<file path="src/sv/fss_pkg.sv">
package fss_pkg;

  // Default number of bytes in the allocation table.
  localparam int TABLE_BYTES_DEF = 8192;

  // Fixed field widths.
  localparam int OP_W      = 2;
  localparam int TADDR_W   = 13;
  localparam int CLUSTER_W = 12;
  localparam int SECTOR_W  = 7;
  localparam int SPC_W     = 8;
  localparam int LBA_W     = 32;
  localparam int CFG_IDX_W = 1;
  localparam int PROD_W    = 22;

  // Cluster values at or above this mark end a chain.
  localparam logic [CLUSTER_W-1:0] END_MARK = 12'hFF8;

  // Configuration register indexes.
  localparam logic [CFG_IDX_W-1:0] CFG_SPC = 1'b0;
  localparam logic [CFG_IDX_W-1:0] CFG_LBA = 1'b1;

  typedef enum logic [OP_W-1:0] {
    OP_LOAD = 2'd0,
    OP_OPEN = 2'd1,
    OP_NEXT = 2'd2,
    OP_RSVD = 2'd3
  } op_t;

  typedef enum logic [2:0] {
    S_IDLE,
    S_RD_LO,
    S_RD_HI,
    S_RD_DONE,
    S_MUL,
    S_EMIT
  } state_t;

  // Commands from the controller to the datapath.
  typedef struct packed {
    logic tbl_wr;
    logic do_open;
    logic do_step;
    logic rd_sel_hi;
    logic cap_lo;
    logic chain_upd;
    logic mul_en;
    logic out_load;
  } cmd_t;

  // Status from the datapath to the controller.
  typedef struct packed {
    logic ended;
    logic wrap;
    logic out_free;
  } sts_t;

endpackage

</file>
<file path="src/sv/fss_ctrl.sv">
module fss_ctrl (
  input  logic                        clk,
  input  logic                        rst_n,
  input  logic                        in_valid,
  output logic                        in_stall,
  input  logic [fss_pkg::OP_W-1:0]    in_opcode,
  input  fss_pkg::sts_t               sts,
  output fss_pkg::cmd_t               cmd
);
  import fss_pkg::*;

  state_t state_r, state_nxt;
  logic   accept;
  op_t    op;

  assign in_stall = (state_r != S_IDLE);
  assign accept   = in_valid && !in_stall;
  assign op       = op_t'(in_opcode);

  always_ff @(posedge clk) begin
    if (!rst_n) begin
      state_r <= S_IDLE;
    end else begin
      state_r <= state_nxt;
    end
  end

  always_comb begin
    state_nxt = state_r;
    cmd       = '0;
    unique case (state_r)
      S_IDLE: begin
        if (accept) begin
          unique case (op)
            OP_LOAD: begin
              cmd.tbl_wr = 1'b1;
            end
            OP_OPEN: begin
              cmd.do_open = 1'b1;
              state_nxt   = S_MUL;
            end
            OP_NEXT: begin
              if (sts.ended) begin
                state_nxt = S_MUL;
              end else begin
                cmd.do_step = 1'b1;
                state_nxt   = sts.wrap ? S_RD_LO : S_MUL;
              end
            end
            OP_RSVD: begin
              state_nxt = S_IDLE;
            end
          endcase
        end
      end
      S_RD_LO: begin
        state_nxt = S_RD_HI;
      end
      S_RD_HI: begin
        cmd.rd_sel_hi = 1'b1;
        cmd.cap_lo    = 1'b1;
        state_nxt     = S_RD_DONE;
      end
      S_RD_DONE: begin
        cmd.chain_upd = 1'b1;
        state_nxt     = S_MUL;
      end
      S_MUL: begin
        cmd.mul_en = 1'b1;
        state_nxt  = S_EMIT;
      end
      S_EMIT: begin
        if (sts.out_free) begin
          cmd.out_load = 1'b1;
          state_nxt    = S_IDLE;
        end
      end
      default: begin
        state_nxt = S_IDLE;
      end
    endcase
  end

  // A table read always runs both byte fetches back to back.
  a_rd_seq: assert property (@(posedge clk) disable iff (!rst_n)
    state_r == S_RD_LO |=> state_r == S_RD_HI ##1 state_r == S_RD_DONE)
    else $error("table read sequence broken");

  // An accepted open always goes straight to the address multiply.
  a_open_mul: assert property (@(posedge clk) disable iff (!rst_n)
    (accept && op == OP_OPEN) |=> state_r == S_MUL)
    else $error("open did not start address computation");

endmodule

</file>
<file path="config.mk">
export PLATFORM = sky130hd
export DESIGN_NAME = fss_ctrl
export DESIGN_NICKNAME = d
export VERILOG_FILES = /design/src/sv/fss_pkg.sv /design/src/sv/fss_ctrl.sv
export SDC_FILE = /design/constraint.sdc
export NUM_CORES = 1
export LEC_CHECK = 0
export BUFFER_PORTS_ARGS = -buffer_cell sky130_fd_sc_hd__clkbuf_2
export CORE_AREA = 10 10 47 49
export DETAILED_ROUTE_END_ITERATION = 10
export DIE_AREA = 0 0 57 59
export PLACE_DENSITY_LB_ADDON = 0.15
export SLEW_MARGIN = 0
export SYNTH_ARGS = -nofsm -noshare
export SYNTH_HDL_FRONTEND = slang
export SYNTH_SLANG_ARGS = --single-unit
export TNS_END_PERCENT = 100
</file>
<file path="constraint.sdc">
create_clock -name clk -period 1.1 [get_ports clk]
set_input_delay 0.11 -clock clk [delete_from_list [all_inputs] [get_ports clk]]
set_output_delay 0.11 -clock clk [all_outputs]
set_load 0.02 [all_outputs]
</file>
# Yosys cells after proc, flatten, opt, wreduce, memory -nomap -nowiden

Cells that the tools add are included.

Flip-flop bits (word level): 3
Latch bits: 0
Bits in writable memories: 0
ROM bits: 0
Bits of input ports: 8
Output and inout bits: 9
Memories kept: 0

Add/sub/neg operators: 0
$mul: 0
Div/mod/pow operators: 0
Magnitude comparators: 0
Eq/ne operators: 11
Shift operators: 0
Mux-type cells: 17
Bitwise logic cells: 0
Reductions and logical operators: 6

Operators with widths:

| operator           | count |
|---|---|
| $mux 3             | 6 |
| $pmux 3 s6         | 1 |
| $pmux 3 s3         | 1 |
| $mux 1             | 8 |
| $eq 3x2->1 const B | 2 |
| $eq 3x3->1 const B | 2 |
| $eq 2x2->1 const B | 2 |
| $ne 2x2->1 const B | 2 |
| $ne 4x1->1 const B | 1 |
| $eq 3x1->1 const B | 1 |
| $logic_not 3->1    | 1 |
| $reduce_and 3->1   | 1 |
| $reduce_bool 3->1  | 1 |
| $eq 2x1->1 const B | 1 |
| $logic_not 2->1    | 1 |
| $mux 2             | 1 |
| $logic_and 1x1->1  | 1 |
| $logic_not 1->1    | 1 |

# Depth between registers and ports, before layout

Depth in word-level cells: 5
Mapped depth: 5
Gate-level depth less buffers: 5

# Worst setup path before layout

OpenSTA, ideal clock, no wires.

Path type: reg-to-output
Start: register state_r[1]
End: output cmd[4] in the netlist's numbering
Arrival time: 1.285 ns
Slack: -0.295 ns
Cell stages (with the launch flop): 4
Path buffers: 2
Cell sequence: dfxtp_1 > buf_6 > nor3b_1 > buf_4

RTL lines:

| item                   | RTL line       | text |
|---|---|---|
| from (decl)            | fss_ctrl.sv:12 | `state_t state_r, state_nxt;` |
| from (signal assigned) | fss_ctrl.sv:24 | `state_r <= state_nxt;` |
| to (decl)              | fss_ctrl.sv:8  | `output fss_pkg::cmd_t cmd` |

==> impl_summary.txt <==
----------------------------------------------------
[STA]
  Measured slew at the worst slew-check pin ... 0.180 ns
  Final setup violation count ... 9
  Hold Violations, Final ... 0
  Peak Freq ... 776 MHz
  Final-report max-slew violation count ... 0
  Portion of the clock cycle consumed by the worst path in the final layout ... 117%
  RSZ-0062 raised after global routing ... true
  Final setup slack of the worst path ... -0.188 ns
  Worst clock skew on the final layout ... 0.000416 ns
  Worst relative slew slack ... roughly nine tenths
  Crit path time final ... 1.29 ns
  Accumulated negative setup slack ... -1.26 ns

[Power]
  Peak VDD IR ... between 0.0007 and 0.0008 V
  Switching pwr ... 0.282 mW
  Combinational Power Share ... 55.8%
  Switching portion of total power ... between 30% and 40%
  Leakage ... between 0.3 and 0.4 nW
  Relative contribution of sequential cells to total power ... a little under 20%
  Power Dens Cells ... 1240 nW/µm²
  Clock share of power ... 24.4%
  Internal Pwr Total ... approximately 0.53 mW

[Global route]
  Vias in the first global route ... just under 400
  First-pass GRT wire length ... around 1.7 mm
  Initial antenna violation count ... 0
  Global-route congestion overflow total ... 0
  Maximum number of pins on one net before global-route repair ... 9
  GR Util All Layers ... 6.05%

[Route]
  DRC errors left ... 0
  Remaining number of nets flagged by the antenna check after routing ... 0
  Vias per std cell ... 4.39
  Post-DR wirelength/cell ... 11.4 µm
  Iteration-0 DRC Markers ... 2
  Routed wire length ... 908 µm
  Total number of vias ... 351
  Initial DRT Pass Iterations ... 2

[Cells and area]
  Largest register FFs ... 3
  Area of all placed cells without fillers ... 656 µm²
  Share of post-route cells with drive strength above 1 ... 71.9%
  Registers with the most flip-flops ... state_r (3)
  Number of antenna repair diodes ... 0
  Top reg by flops ... state_r
  Total Nets Final ... 77
  Synthesis-to-layout area growth ... 89.9%
  Number of fill cells ... about 150

[Outcome]
  Run status ... finished, violations left
  Failing checks ... setup timing

[Clocking]
  Worst-path clk slew ... 0.04 ns
  Root Driver ... sky130_fd_sc_hd__clkbuf_4
  Clock Tree Buf Depth ... 2
  Later-pin clock latency in the skew report ... ~0.23 ns
  Clock tree from TritonCTS ... built
  Number of levels the H-tree was split into ... 1
  Clock sink count ... 3
  Post-CTS Hold Fix Bufs ... 0
  CTS Buf Count ... 3

[Die]
  Width of the die ... about 57 µm
  Number of core rows ... 14
  Die area ... 3360 µm²
  Die span in y ... ~59 µm
  Starting density of the core ... 24.6%
  Count of pins on the block boundary ... 17
  Standard cell core area ... 1400 µm²

[Logic synthesis]
  Count of state elements after synthesis ... 3
  Biggest area consumer among synthesized cells ... sky130_fd_sc_hd__dfxtp_1
  Instance count of the mapped netlist ... 37
  Share of the yosys chip area belonging to registers ... 17.4%
  Largest family of logic cells by synthesized area ... simple AND/OR/NAND/NOR gates
  Average footprint of a synthesized cell ... 9.33 µm²
  Synth top area cells ... sky130_fd_sc_hd__dfxtp_1 17%, sky130_fd_sc_hd__ha_1 14%, sky130_fd_sc_hd__buf_6 9.8%, sky130_fd_sc_hd__and4b_2 6.5%, sky130_fd_sc_hd__nor3_4 4.7%
  Synthesized-area fraction occupied by ao, oa, aoi and oai cells ... 14.9%
  Yosys synthesis warning count ... 0
  Number of different library cells in the post-synthesis netlist ... 24
  Post-synthesis instance area ... 345 µm²
  Post-Synth Simple-Gate Area ... 35.5%
  Synthesized Nets ... 49
  Top cell type's share of synthesized area ... 17.4%
  Adder and majority cell fraction of the synthesized area ... 14.5%
  Share of the synthesized netlist area taken by xor and xnor gates ... under 10%
  Mux cell area share after synthesis ... 0%

[Worst setup path]
  Worst setup path class ... reg -> out
  Data arrival time of the worst path ... 1.18 ns
  Startpoint types ... flop
  Critical register-to-register path startpoint ... state_r[2]
  Max FO, Critical Path ... 5
  Required @ worst endpoint ... 0.99 ns
  Worst setup path startpoint ... state_r[2]
  Element type at the critical path end ... output port

[Worst hold path]
  Hold path start ... rst_n
  Class of the most critical hold timing path ... in -> reg

[Place]
  Placed Instance Area ... approximately 460 µm²
  RD Place Congestion ... 0.619
  Half-perimeter wire length after detailed placement ... 719 µm
  IO buf count ... 16

[Run]
  Max Cap Violations ... 0

----------------------------------------------------
cell usage in the layout (no fill, tap or decap):
master                      n
sky130_fd_sc_hd__and3b_2    1
sky130_fd_sc_hd__buf_8      4
sky130_fd_sc_hd__nand4bb_1  1
sky130_fd_sc_hd__o21a_1     1
sky130_fd_sc_hd__inv_1      2
sky130_fd_sc_hd__clkbuf_4   3
sky130_fd_sc_hd__nor3b_4    1
sky130_fd_sc_hd__o21ai_4    1
sky130_fd_sc_hd__ha_1       4
sky130_fd_sc_hd__nand3_1    1
sky130_fd_sc_hd__nor3_4     1
sky130_fd_sc_hd__clkbuf_1   1
sky130_fd_sc_hd__inv_4      1
sky130_fd_sc_hd__nand3b_1   1
sky130_fd_sc_hd__buf_4      7
sky130_fd_sc_hd__clkbuf_8   4
sky130_fd_sc_hd__nand2b_1   1
sky130_fd_sc_hd__and2_4     1
sky130_fd_sc_hd__clkbuf_2   7
sky130_fd_sc_hd__a21oi_1    1
sky130_fd_sc_hd__a31oi_1    1
sky130_fd_sc_hd__dfxtp_4    3
sky130_fd_sc_hd__xnor2_1    1
sky130_fd_sc_hd__and4b_2    2
sky130_fd_sc_hd__nor3b_1    1
sky130_fd_sc_hd__nor2_4     1
sky130_fd_sc_hd__buf_6      5
sky130_fd_sc_hd__and3_2     2
sky130_fd_sc_hd__a21oi_2    2
sky130_fd_sc_hd__nor2_1     1
sky130_fd_sc_hd__a21bo_1    1
final timing paths:
path,slack (ns),endpoint,depth (start not counted)
min,0.13,state_r[0],3
max,-0.19,cmd[5],3
max reg2reg,-0.13,state_r[0],6
min reg2reg,0.65,state_r[0],3
synth_stat cells:
library cell                instances
sky130_fd_sc_hd__and4b_2            2
sky130_fd_sc_hd__o21ai_2            1
sky130_fd_sc_hd__nand3_1            1
sky130_fd_sc_hd__and3_2             2
sky130_fd_sc_hd__inv_2              1
sky130_fd_sc_hd__a21oi_1            2
sky130_fd_sc_hd__inv_1              2
sky130_fd_sc_hd__nand2b_1           1
sky130_fd_sc_hd__ha_1               4
sky130_fd_sc_hd__buf_4              1
sky130_fd_sc_hd__dfxtp_1            3
sky130_fd_sc_hd__nor3b_1            2
sky130_fd_sc_hd__a31oi_1            1
sky130_fd_sc_hd__o21a_1             1
sky130_fd_sc_hd__a21bo_1            1
sky130_fd_sc_hd__buf_6              3
sky130_fd_sc_hd__nand3b_1           1
sky130_fd_sc_hd__xnor2_1            1
sky130_fd_sc_hd__and3b_2            1
sky130_fd_sc_hd__and2_1             1
sky130_fd_sc_hd__a21oi_2            1
sky130_fd_sc_hd__nand4bb_1          1
sky130_fd_sc_hd__nor3_4             1
sky130_fd_sc_hd__nor2_1             2
power by group through the flow:
stage	Clock (mW)	Combinational, mW	Sequential (mW)
2_1_floorplan	0	0.237	0.132
3_3_place_gp	0	0.301	0.162
3_5_place_dp	0	0.300	0.161
4_1_cts	0.205	0.385	0.161
5_1_grt	0.222	0.489	0.166
6_report	0.198	0.454	0.161
metal layers:
| layer | part of all wire [%] | global-route usage [%] |
|---|---|---|
| met4 | 0 | 3.02 |
| met3 | 9.9 | 3.86 |
| met2 | 48 | 9.61 |
| met1 | 42 | 6.05 |
| met5 | 0 | 0 |
timing repair:
action | CTS | global route
pin swaps | 6 | 3
gates resized for setup | 26 | 13
cloned | 0 | 0
setup endpoints to repair | 11 | 11
setup buffers | 2 | 3
final cells by class:
class | count | area, µm² | area share (%)
repair buffers | 27 | 259 | 39.5
multi-input cells | 27 | 265 | 40.5
inverters | 3 | 13.8 | 2.10
well taps | 16 | 20.0 | 3.05
clock buffers | 4 | 26.3 | 4.01
flip-flops and latches | 3 | 71.3 | 10.9
kinds of logic (layout without fill, tap and decap cells):
| group | count (synthesis) | count (layout) |
|---|---|---|
| DFF | 3 | 3 |
| and+or+nand+nor | 15 | 15 |
| buffers and inverters | 7 | 34 |
| adders and majority gates | 4 | 4 |
| AOI/OAI and AO/OA | 7 | 7 |
| xor gates and xnor gates | 1 | 1 |
per-stage QoR:
stage | hold WS, ns | utilization, % | power [mW] | std cells | setup WS, ns
CTS | 0.127 | 42.5 | 0.751 | 77 | -0.215
detailed placement | 0.377 | 32.9 | 0.461 | 71 | -0.0214
finish | 0.127 | 46.8 | 0.813 | 80 | -0.188
global route | 0.123 | 46.8 | 0.877 | 80 | -0.249
global placement | 0.370 | 32.9 | 0.463 | 71 | -0.0159
floorplan | 0.236 | - | 0.369 | 37 | 0.0526
critical path, cell delays in order (launching register included):
cell and delay, ns:
sky130_fd_sc_hd__dfxtp_4 0.35, sky130_fd_sc_hd__nor3_4 0.21, sky130_fd_sc_hd__and4b_2 0.26, sky130_fd_sc_hd__buf_8 0.11
Power figures use the tool's default switching activity.
